===== src/rtl/lbpc_pkg.sv =====
// lbpc_pkg: shared types, constants and helpers for the 3x3 lbp code block
// no dependencies; imported by every module under rtl/
package lbpc_pkg;

    // default sizes of the line stores, the frame counters and the queues
    localparam int LBPC_MAX_WIDTH   = 2048;
    localparam int LBPC_MAX_HEIGHT  = 4096;
    localparam int LBPC_QUEUE_DEPTH = 2;

    // register file
    localparam int CFG_IDX_W  = 2;
    localparam int CFG_DATA_W = 13;
    localparam int FW_W       = 12;
    localparam int FH_W       = 13;

    localparam logic [CFG_IDX_W-1:0] CFG_FRAME_WIDTH  = 2'd0;
    localparam logic [CFG_IDX_W-1:0] CFG_FRAME_HEIGHT = 2'd1;
    localparam logic [CFG_IDX_W-1:0] CFG_BORDER_MODE  = 2'd2;

    localparam logic [FW_W-1:0] RST_FRAME_WIDTH  = 12'd640;
    localparam logic [FH_W-1:0] RST_FRAME_HEIGHT = 13'd480;
    localparam logic            RST_BORDER_MODE  = 1'b0;

    // input item kinds
    localparam logic ACT_PIXEL = 1'b0;
    localparam logic ACT_FLUSH = 1'b1;

    // border fill
    localparam logic BORDER_ZERO      = 1'b0;
    localparam logic BORDER_REPLICATE = 1'b1;

    // one window column, top to bottom
    typedef struct packed {
        logic [7:0] top;
        logic [7:0] mid;
        logic [7:0] bot;
    } t_col;

    // work item handed from the front to the back
    typedef struct packed {
        logic shift;      // push col into the window
        t_col col;
        logic emit;       // a code leaves for this item
        logic lsel;       // left column is border
        logic rpad;       // right column is border (row-end code)
        logic row_end;
        logic frame_end;
    } t_work;

    typedef struct packed {
        logic [7:0] code;
        logic       row_end;
        logic       frame_end;
    } t_result;

    function automatic logic [7:0] pad_px(input logic [7:0] v, input logic mode);
        return (mode == BORDER_REPLICATE) ? v : 8'd0;
    endfunction

    function automatic t_col pad_col(input t_col c, input logic mode);
        t_col p;
        p.top = pad_px(c.top, mode);
        p.mid = pad_px(c.mid, mode);
        p.bot = pad_px(c.bot, mode);
        return p;
    endfunction

endpackage


===== src/rtl/lbpc_queue.sv =====
// lbpc_queue: small register queue used between front and back and at the result side
// depends on lbpc_pkg for the default width and depth
module lbpc_queue
    import lbpc_pkg::*;
#(
    parameter int WIDTH = $bits(t_result),
    parameter int DEPTH = LBPC_QUEUE_DEPTH
) (
    input  logic             i_clk,
    input  logic             i_rst_n,
    input  logic             i_push,
    input  logic [WIDTH-1:0] i_data,
    output logic             o_full,
    input  logic             i_pop,
    output logic [WIDTH-1:0] o_data,
    output logic             o_empty
);

    localparam int PW = $clog2(DEPTH);
    localparam int NW = $clog2(DEPTH + 1);

    logic [WIDTH-1:0] r_mem [DEPTH];
    logic [PW-1:0]    r_wr_ptr, n_wr_ptr;
    logic [PW-1:0]    r_rd_ptr, n_rd_ptr;
    logic [NW-1:0]    r_count, n_count;
    logic             do_push, do_pop;

    assign o_full  = (r_count == NW'(DEPTH));
    assign o_empty = (r_count == '0);
    assign o_data  = r_mem[r_rd_ptr];
    assign do_push = i_push && !o_full;
    assign do_pop  = i_pop && !o_empty;

    always_comb begin
        n_wr_ptr = r_wr_ptr;
        n_rd_ptr = r_rd_ptr;
        n_count  = r_count;
        if (do_push) begin
            n_wr_ptr = (r_wr_ptr == PW'(DEPTH - 1)) ? '0 : r_wr_ptr + PW'(1);
        end
        if (do_pop) begin
            n_rd_ptr = (r_rd_ptr == PW'(DEPTH - 1)) ? '0 : r_rd_ptr + PW'(1);
        end
        if (do_push && !do_pop) begin
            n_count = r_count + NW'(1);
        end else if (do_pop && !do_push) begin
            n_count = r_count - NW'(1);
        end
    end

    always_ff @(posedge i_clk) begin
        if (!i_rst_n) begin
            r_wr_ptr <= '0;
            r_rd_ptr <= '0;
            r_count  <= '0;
        end else begin
            r_wr_ptr <= n_wr_ptr;
            r_rd_ptr <= n_rd_ptr;
            r_count  <= n_count;
        end
    end

    always_ff @(posedge i_clk) begin
        if (do_push) begin
            r_mem[r_wr_ptr] <= i_data;
        end
    end

    a_count_bound: assert property (@(posedge i_clk) disable iff (!i_rst_n)
        r_count <= NW'(DEPTH))
        else $error("queue count above depth");

    a_push_grows: assert property (@(posedge i_clk) disable iff (!i_rst_n)
        (do_push && !do_pop) |=> (r_count == $past(r_count) + NW'(1)))
        else $error("queue count did not grow on push");

    a_pop_order: assert property (@(posedge i_clk) disable iff (!i_rst_n)
        (do_pop && !do_push && r_count > NW'(1)) |=> !o_empty && $stable(r_wr_ptr))
        else $error("queue lost entries on pop");

endmodule


===== config.mk =====
export PLATFORM = sky130hd
export DESIGN_NAME = lbpc_queue
export DESIGN_NICKNAME = d
export VERILOG_FILES = /design/src/rtl/lbpc_pkg.sv /design/src/rtl/lbpc_queue.sv
export SDC_FILE = /design/constraint.sdc
export NUM_CORES = 1
export LEC_CHECK = 0
export BUFFER_PORTS_ARGS = -buffer_cell sky130_fd_sc_hd__buf_2
export CAP_MARGIN = 5
export CELL_PAD_IN_SITES_DETAIL_PLACEMENT = 0
export CELL_PAD_IN_SITES_GLOBAL_PLACEMENT = 2
export CORE_MARGIN = 4
export CORE_UTILIZATION = 30
export CTS_CLUSTER_DIAMETER = 100
export DETAILED_ROUTE_END_ITERATION = 12
export PLACE_DENSITY = 0.69
export SYNTH_ARGS = -nofsm -noshare
export SYNTH_HDL_FRONTEND = slang
export SYNTH_SLANG_ARGS = --single-unit
export TNS_END_PERCENT = 100

===== constraint.sdc =====
create_clock -name i_clk -period 1.7 [get_ports i_clk]
set_clock_uncertainty 0.2 [all_clocks]
set_input_delay 0.17 -clock i_clk [delete_from_list [all_inputs] [get_ports i_clk]]
set_output_delay 0.17 -clock i_clk [all_outputs]
set_load 0.02 [all_outputs]

==> flow_summary.json <==
{
  "layout_min_cycle_time_ns": 1.66,
  "setup_violations": 0,
  "clk_path_buf_depth": 2,
  "cts_tree": "built",
  "yosys.area.top_type_share_pct": 63.5,
  "synthArstFlopShare_pct": 0,
  "hp-class": "in2reg",
  "yosysWarningCount": 0,
  "cp_data_arrival_time_ns": 1.29,
  "cpMaxStageDelayCell": "dfxtp_4",
  "netlist_area_um2": 946,
  "core_area_um2": 3030,
  "dr.pass1.iters": 2,
  "path_cells": "buf_6 > mux2_2 > buf_2",
  "cpPeakStageDelay_ns": 0.39,
  "tightest_slew_ns": 0.251,
  "routedWlPerCell_um": 11.1,
  "relSlewSlack_pct": 83.1,
  "synth-compound-area-share_pct": 3.17,
  "power.density_nw_per_um2": 1350,
  "leakage_nw": 0.546,
  "dieArea_um2": 4120,
  "rows": 20,
  "clkPwrFrac_pct": 13.5,
  "period_share_pct": 97.8,
  "layout.nets": 119,
  "required_ns": 1.33,
  "drv_slew": 0,
  "clock_latency_ns": 0.30,
  "num_vias": 617,
  "drt-vias-per-instance": 4.20,
  "yosys-top-cells-area": "edfxtp_1 63%, mux2_2 12%, dfxtp_1 11%, xor2_1 2.8%, nor2_1 2.0%",
  "antenna_found_initial": 0,
  "worst_setup_path_start_kind": "flop",
  "rsz0062_at_grt": "yes",
  "synth_fp_nets": 72,
  "die_x_um": 64.2,
  "synth-seq-cells": 25,
  "synth_fa_ha_area_share_pct": 1.32,
  "maxCapViolations": 0,
  "numCtsBuffers": 3,
  "synth_top_family_by_area": "multiplexers",
  "syn-mean-instance-area_um2": 16.6,
  "ys_seq_area_share_pct": 74.1,
  "synthXorXnorAreaFrac_pct": 2.78,
  "cts.clk_slew.worst_paths_ns": 0.13,
  "grt_pass1_wl_um": 2740,
  "muxShareOfSynthArea_pct": 11.9,
  "end_kind": "primary output",
  "synth.most_common_cell": "edfxtp_1",
  "clockRootBuffer": "clkbuf_4",
  "grtUsageTotal_pct": 8.69,
  "max_freq_mhz": 602,
  "start_util_pct": 31.2,
  "place_hpwl_um": 1130,
  "antenna_left": 0,
  "drt_iter0_drc": 2,
  "grt_pass1_vias": 645,
  "fin_area_um2": 1370,
  "combinationalPowerShare_pct": 41.0,
  "drt-total-wl_um": 1630,
  "io_buffers": 25,
  "vdd_drop_max_v": 0.000712,
  "synthFlopType": "edfxtp_1",
  "grt_overflow_total": 0,
  "hold_viol": 0,
  "yosys-top-cells-count": "20 x edfxtp_1, 10 x mux2_2, 5 x dfxtp_1, 5 x nor2_1",
  "grt_max_degree": 14,
  "area_delta_synth_final_pct": 44.3,
  "intPower_w": 0.00126,
  "synthSimpleGateAreaFrac_pct": 5.03,
  "postLayoutCoreUtil_pct": 45.1,
  "place_area_um2": 1180,
  "place_congestion": 0.739,
  "yosysUniqueCellTypes": 16,
  "multi_input_area_um2": 244,
  "switching_share_pct": 32.0,
  "netlist_instances": 57,
  "cts_sinks": 25,
  "nFillCells": 282,
  "io_pins": 26,
  "path_max_fanout": 6,
  "status": "finished, final reports clean",
  "synth-edff-count": 20,
  "n_antenna_cell": 0,
  "drive_gt1_share_pct": 50.5,
  "power.share.sequential_pct": 45.5,
  "die_h_um": 64.2,
  "htreeDepth": 1,
  "drc": 0,
  "p_sw_w": 0.000592,
  "path_class": "reg2out",
  "regArea_um2": 707,
  "synth_top_area_cell": "edfxtp_1"
}
==> power groups by stage <==
stage / logic [W] / registers [W] / clock network, W
3_3_place_gp: 0.000659 / 0.000841 / 0
4_1_cts: 0.000695 / 0.000841 / 0.000265
3_5_place_dp: 0.000664 / 0.000846 / 0
6_report: 0.000758 / 0.000842 / 0.000249
2_1_floorplan: 0.000445 / 0.000832 / 0
5_1_grt: 0.000823 / 0.000853 / 0.000287
==> path summary, 6_finish.rpt <==
kind              startpoint    endpoint  slack [ns]  depth (start not counted)
setup / recovery        flop   o_data[0]        0.04                          3
hold / removal        i_push    r_wr_ptr        0.03                          3
setup reg to reg  r_count[0]  r_count[1]        0.05                          6
hold reg to reg     r_rd_ptr    r_rd_ptr        0.34                          2
==> critical path: cells and delay by family (launching register included) <==
| family | cells | cell delay, ns |
|---|---|---|
| buf+inv | 2 | 0.29 |
| flops | 1 | 0.39 |
| mux | 1 | 0.33 |
==> timing repair <==
action / 4_1_cts / 5_1_grt
setup buffers: 0 / 1
resized for setup: 4 / 13
gates cloned: 0 / 0
setup endpoints to repair: 9 / 9
hold endpoints to repair: 25 / 0
hold buffers: 11 / 0
pin swaps: 0 / 3
==> sequential cells by signal, indices dropped and copies added, names as in the netlist, named ones only <==
register,count
r_count,2
r_wr_ptr,1
r_mem,20
r_rd_ptr,1
==> through the flow <==
step	hold slack, ns	std cells	total power, W	worst slack, ns	setup TNS, ns
2_1_floorplan	0.0689	57	0.00128	0.0137	0
3_3_place_gp	0.159	131	0.00150	0.0407	0
3_5_place_dp	0.161	131	0.00151	0.00397	0
4_1_cts	0.0140	146	0.00180	-0.0106	-0.0106
5_1_grt	0.0157	147	0.00196	-0.0364	-0.108
6_report	0.0343	147	0.00185	0.0375	0
==> placed cells by master (no fill, tap or decap), drive strengths merged <==
cell type and instances:
buf 32, or3 1, and3 1, nor2 5, ha 1, inv 3
o21a 1, o21ai 2, nand2b 1, edfxtp 20, clkbuf 4, a21oi 1
mux2 10, nor3 1, dfxtp 5, xor2 3, dlygate4sd3 11, a21boi 1
==> layer usage <==
layer | share of wire, % | wire length [um] | global-route usage, % | vias to the layer above
met2 | 50 | 820 | 15.4 | 16
li1 | - | - | - | 302
met4 | 0 | 0 | 3.17 | 0
met1 | 45 | 729 | 10.0 | 299
met3 | 4.7 | 77 | 2.28 | 0
met5 | 0 | 0 | 0 | -
==> kinds of logic after synthesis <==
family,Yosys count
flip-flops,25
multiplexers,10
AND/OR/NAND/NOR,9
AO/OA/AOI/OAI,5
buffers and inverters,4
XOR/XNOR,3
adder cells (fa/ha/maj),1
==> layout make-up <==
class                      instances  share of cell area, %
sequential                        25                   51.8
timing repair buffer              43                   23.4
multi-input combinational         28                   17.9
tap                               44                   4.03
clock buffer                       4                   1.92
inverter                           3                   1.01
Power figures use the tool's default switching activity.
