## src/rtl/lbpc_pkg.sv

```systemverilog
// lbpc_pkg: shared types, constants and helpers for the 3x3 lbp code block
// no dependencies; imported by every module under rtl/
package lbpc_pkg;

    // default sizes of the line stores, the frame counters and the queues
    localparam int LBPC_MAX_WIDTH   = 2048;
    localparam int LBPC_MAX_HEIGHT  = 4096;
    localparam int LBPC_QUEUE_DEPTH = 2;

    // register file
    localparam int CFG_IDX_W  = 2;
    localparam int CFG_DATA_W = 13;
    localparam int FW_W       = 12;
    localparam int FH_W       = 13;

    localparam logic [CFG_IDX_W-1:0] CFG_FRAME_WIDTH  = 2'd0;
    localparam logic [CFG_IDX_W-1:0] CFG_FRAME_HEIGHT = 2'd1;
    localparam logic [CFG_IDX_W-1:0] CFG_BORDER_MODE  = 2'd2;

    localparam logic [FW_W-1:0] RST_FRAME_WIDTH  = 12'd640;
    localparam logic [FH_W-1:0] RST_FRAME_HEIGHT = 13'd480;
    localparam logic            RST_BORDER_MODE  = 1'b0;

    // input item kinds
    localparam logic ACT_PIXEL = 1'b0;
    localparam logic ACT_FLUSH = 1'b1;

    // border fill
    localparam logic BORDER_ZERO      = 1'b0;
    localparam logic BORDER_REPLICATE = 1'b1;

    // one window column, top to bottom
    typedef struct packed {
        logic [7:0] top;
        logic [7:0] mid;
        logic [7:0] bot;
    } t_col;

    // work item handed from the front to the back
    typedef struct packed {
        logic shift;      // push col into the window
        t_col col;
        logic emit;       // a code leaves for this item
        logic lsel;       // left column is border
        logic rpad;       // right column is border (row-end code)
        logic row_end;
        logic frame_end;
    } t_work;

    typedef struct packed {
        logic [7:0] code;
        logic       row_end;
        logic       frame_end;
    } t_result;

    function automatic logic [7:0] pad_px(input logic [7:0] v, input logic mode);
        return (mode == BORDER_REPLICATE) ? v : 8'd0;
    endfunction

    function automatic t_col pad_col(input t_col c, input logic mode);
        t_col p;
        p.top = pad_px(c.top, mode);
        p.mid = pad_px(c.mid, mode);
        p.bot = pad_px(c.bot, mode);
        return p;
    endfunction

endpackage

```

## src/rtl/lbpc_back.sv

```systemverilog
// lbpc_back: window columns and code compare, result to the output queue
// depends on lbpc_pkg; fed by lbpc_front through a lbpc_queue
module lbpc_back
    import lbpc_pkg::*;
(
    input  logic    i_clk,
    input  logic    i_rst_n,
    input  t_work   i_work,
    input  logic    i_work_valid,
    output logic    o_work_pop,
    input  logic    i_border_mode,
    output t_result o_res,
    output logic    o_res_push,
    input  logic    i_res_full
);

    function automatic logic [7:0] calc_code(input t_col l, input t_col c, input t_col r);
        logic [7:0] k;
        k[7] = l.top > c.mid;
        k[6] = c.top > c.mid;
        k[5] = r.top > c.mid;
        k[4] = r.mid > c.mid;
        k[3] = r.bot > c.mid;
        k[2] = c.bot > c.mid;
        k[1] = l.bot > c.mid;
        k[0] = l.mid > c.mid;
        return k;
    endfunction

    // the two newest window columns; the oldest is never read once shifted out
    t_col r_prev, r_cur;
    t_col left_col, right_col, cur_pad;

    assign o_work_pop = i_work_valid && (!i_work.emit || !i_res_full);
    assign o_res_push = o_work_pop && i_work.emit;

    // both code kinds have the newest stored column as centre
    assign cur_pad   = pad_col(r_cur, i_border_mode);
    assign left_col  = i_work.lsel ? cur_pad : r_prev;
    assign right_col = i_work.rpad ? cur_pad : i_work.col;

    always_comb begin
        o_res.code      = calc_code(left_col, r_cur, right_col);
        o_res.row_end   = i_work.row_end;
        o_res.frame_end = i_work.frame_end;
    end

    always_ff @(posedge i_clk) begin
        if (!i_rst_n) begin
            r_prev <= '0;
            r_cur  <= '0;
        end else if (o_work_pop && i_work.shift) begin
            r_prev <= r_cur;
            r_cur  <= i_work.col;
        end
    end

    a_fe_has_re: assert property (@(posedge i_clk) disable iff (!i_rst_n)
        (o_res_push && o_res.frame_end) |-> o_res.row_end)
        else $error("frame end without row end");

    // case equality: columns read from the first row of a frame may hold unknown bits
    a_window_shift: assert property (@(posedge i_clk) disable iff (!i_rst_n)
        (o_work_pop && i_work.shift) |=> (r_prev === $past(r_cur)))
        else $error("window columns out of order");

    a_stall_holds: assert property (@(posedge i_clk) disable iff (!i_rst_n)
        (i_work_valid && i_work.emit && i_res_full)
            |=> (r_cur === $past(r_cur)) && (r_prev === $past(r_prev)))
        else $error("window moved while result was blocked");

endmodule

```

## config.mk

```make
export PLATFORM = sky130hd
export DESIGN_NAME = lbpc_back
export DESIGN_NICKNAME = d
export VERILOG_FILES = /design/src/rtl/lbpc_pkg.sv /design/src/rtl/lbpc_back.sv
export SDC_FILE = /design/constraint.sdc
export NUM_CORES = 1
export LEC_CHECK = 0
export BUFFER_PORTS_ARGS = -buffer_cell sky130_fd_sc_hd__buf_2
export CORE_ASPECT_RATIO = 2
export CORE_MARGIN = 3
export CORE_UTILIZATION = 60
export CTS_CLUSTER_SIZE = 40
export DETAILED_ROUTE_END_ITERATION = 10
export GPL_ROUTABILITY_DRIVEN = 0
export PLACE_DENSITY = 0.91
export SETUP_SLACK_MARGIN = 0.1
export SLEW_MARGIN = 20
export SYNTH_ARGS = -nofsm -noshare
export SYNTH_HDL_FRONTEND = slang
export SYNTH_SLANG_ARGS = --single-unit
```

## constraint.sdc

```tcl
create_clock -name i_clk -period 3.5 [get_ports i_clk]
set_clock_uncertainty 0.05 [all_clocks]
set_input_delay 0 -clock i_clk [delete_from_list [all_inputs] [get_ports i_clk]]
set_output_delay 0 -clock i_clk [all_outputs]
set_load 0.005 [all_outputs]
```

==> results by group <==
Cells and area
  • Antenna fix cells: 0
  • Fill cell count: slightly below 500
  • Area growth from synthesis to layout: 13.15%
  • Layout cells sized above 1: 0.1276
  • Fin nets: 670

Logic synthesis
  • Synthesized Nets: approximately 630
  • Compound-gate portion of the synthesized area: 0.2570
  • Syn Area/Cell: 7.602 µm²
  • Unique cell type count in the Yosys netlist: 27
  • Yosys warning count: 0
  • Yosys top cell area share: 0.2399
  • Simple-Gate Fraction of Synth Area: 0.2036
  • Largest family of logic cells by synthesized area: compound AO/OA/AOI/OAI gates
  • XOR/XNOR Fraction of Synth Area: 0
  • Mapped Cells: roughly 530
  • Part of the Yosys area used for sequential elements: 0.2399
  • Area share of fa/ha/maj cells after synthesis: 0.1999
  • Top post-synthesis cells by area: dfxtp_1 (24%), ha_1 (20%), nand2_1 (9.7%)
  • Leading area contributor after synthesis: dfxtp_1
  • Mux contribution to synthesized area: 0
  • FF+latch count, synth: 48
  • Post-Syn Area: 4006 µm²

Critical path
  • Reg2reg path depth: 2
  • R2r startpoint: r_cur[8]
  • Setup crit start kind: input port
  • RR Endpoint: r_prev[8]
  • Critical path peak fanout: 48
  • Crit Path Category: input port to primary output
  • Crit path capture type: primary output
  • Reg-to-reg setup timing slack: about 2.4 ns
  • Worst EP arrival: 2.16 ns
  • CP required: between 3 and 4 ns

Drt
  • Initial drt markers: roughly 350
  • WL per Instance: 16.74 µm
  • DRC viols: 0
  • Initial DRT Pass Iterations: 5
  • DRT Wirelength: 11.01 mm
  • Antenna-violating nets left: 0
  • Routed wl met2: about 5.8 mm
  • Via-to-Cell Ratio: 6.076
  • Highest routed layer: met4
  • Met3 wire length: 653 µm
  • M1 WL: 3.902 mm
  • Via count: 3998

Global routing
  • Initial antenna violation count: 0
  • First-pass GRT wire length: 18.50 mm
  • Number of global-route vias before repair: 4034
  • GRT Total Usage: 0.3014
  • Largest net degree at the start of global routing: just under 50
  • Gr ovfl total: 0

Clock network
  • Clock tree sinks: 48
  • Max clock buf depth: 2
  • CTS tree: built
  • Cts hold-fix bufs: 26
  • Setup repair bufs after CTS: 0
  • Inserted Clock Buffers: 5
  • Clock latency on the worst-skew pair: 0.29 ns
  • Root Buffer: clkbuf_16
  • Post-CTS Resized: 0
  • H-tree depth: 2

Power
  • Lkg Pwr: 1.824 nW
  • Pwr dens: 323.7 nW/µm²
  • Peak supply drop: 0.3775 mV

Die
  • Initial core utilization: 0.6248
  • DIE AREA: between 7000 and 8000 µm²
  • Die width: 63.78 µm
  • Row count: 41
  • Top Ports: 47
  • Total core area: approximately 6400 µm²
  • Chip height: 121.6 µm

Min path
  • HP Start: i_res_full
  • Depth of the worst hold-timing path: 3
  • Class of the worst hold path: input port to primary output
  • Hold EP: o_work_pop

Timing
  • Period utilization: 0.6327
  • Relative slew slack: 0.3930
  • Worst Tran Pin Value: 0.9105 ns
  • Final critical-path setup slack: about 1.3 ns
  • Pins Over Slew Limit: 0
  • Max Fclk: 0.4516 GHz
  • Final setup viols: 0
  • RSZ-0062 raised after global routing: no
  • Setup TNS: 0 ns
  • Min cycle time layout: 2.214 ns
  • Final hold vios: 0

Placed design
  • Pre-CTS setup slack: 1.503 ns
  • Input/output buffers: 42
  • Dpl hpwl: between 7 and 8 mm

Run
  • MaxCap Viol Count: 0

Outcome
  • Status: finished, final reports clean
-- flip-flops by register name, indices dropped and copies added, names as in the netlist --
register / count
r_cur: 24
r_prev: 24
-- worst max-delay path: stages --
cell and delay, ns:
buf_2 0.68, nand3_1 0.20, o21ai_0 0.17, ha_1 0.30, nor2b_1 0.16, o211ai_1 0.20
a21oi_1 0.12, o22a_1 0.17, buf_2 0.12
-- worst max-delay path by stage --
stage / start / to / slack [ns] / depth (start not counted)
2_1_floorplan: r_cur[9] / o_res[7] / 2.08 / 6
3_3_place_gp: i_border_mode / o_res[7] / 1.56 / 9
3_5_place_dp: i_border_mode / o_res[3] / 1.50 / 9
4_1_cts: r_cur[1] / o_res[5] / 1.38 / 8
5_1_grt: i_border_mode / o_res[5] / 1.17 / 9
6_report: i_border_mode / o_res[5] / 1.29 / 9
-- area by class of cell --
cell class	instances	area, µm²	area share
flip-flops and latches	48	960.9	0.2120
well taps	86	107.6	0.02374
inverters	51	191.4	0.04223
multi-input cells	396	2646	0.5838
clock inverters	2	10.01	0.002208
repair buffers	69	478.0	0.1054
clock buffers	6	138.9	0.03064
-- layer usage --
| layer | vias up | track usage |
|---|---|---|
| met1 | 1838 | 0.3154 |
| met5 | - | 0 |
| met4 | 0 | 0.2084 |
| li1 | 1911 | - |
| met3 | 58 | 0.03782 |
| met2 | 191 | 0.5437 |
-- where the power goes --
group / switching (W) / internal (W)
clock network: 0.000219 / 0.000282
logic: 0.000214 / 0.000170
registers: 0.0000219 / 0.000561
-- cells in the mapped netlist --
cell type  number
a21boi_0       29
dfxtp_1        48
o211ai_1        7
o21ai_0        51
a21oi_1        29
buf_4           4
o31a_1          1
buf_1           1
o22a_1          7
clkbuf_1       10
nor2b_1        14
nand4_1        15
nor2_1          1
and2_4          1
buf_6           1
buf_2          13
and4_1          1
nand2_1       104
nand3_1        42
a31oi_1         6
a211oi_1        1
ha_1           64
a21boi_4        1
and2_1          2
buf_12          3
inv_1          51
a21boi_2       20
-- per-stage QoR --
stage          utilization  power (W)  area, µm²  hold slack, ns  instances
2_1_floorplan            -  0.0008364       4006        -0.01216        527
3_3_place_gp        0.6431  0.0009197       4124        -0.04994        624
3_5_place_dp        0.6431  0.0009410       4124        -0.04994        624
4_1_cts             0.7069   0.001459       4533          0.2308        658
5_1_grt             0.7069   0.001533       4533          0.2463        658
6_report            0.7069   0.001468       4533          0.2285        658
-- placed cells by master, fill, tap and decap left out --
cell type      netlist  layout
nand4_1             15      15
nand3_1             42      42
nor2b_1             14      14
clkbuf_16            0       5
inv_1               51      51
o21ai_0             51      51
a211oi_1             1       1
nor2_1               1       1
buf_4                4       1
clkbuf_8             0       1
and4_1               1       1
dlygate4sd3_1        0      26
a21boi_4             1       1
buf_2               13      42
a21boi_2            20      20
nand2_1            104     104
dfxtp_1             48      48
and2_4               1       1
a21boi_0            29      29
o22a_1               7       7
a21oi_1             29      29
a31oi_1              6       6
and2_1               2       2
o31a_1               1       1
clkinv_2             0       2
ha_1                64      64
o211ai_1             7       7
-- cells by family (layout without fill, tap and decap cells) --
| family | Yosys count | in the layout |
|---|---|---|
| adder cells (fa/ha/maj) | 64 | 64 |
| flip-flops | 48 | 48 |
| buffers and inverters | 83 | 128 |
| AND/OR/NAND/NOR | 180 | 180 |
| AO/OA/AOI/OAI | 152 | 152 |
No activity file was read; power rests on OpenSTA's default activity.
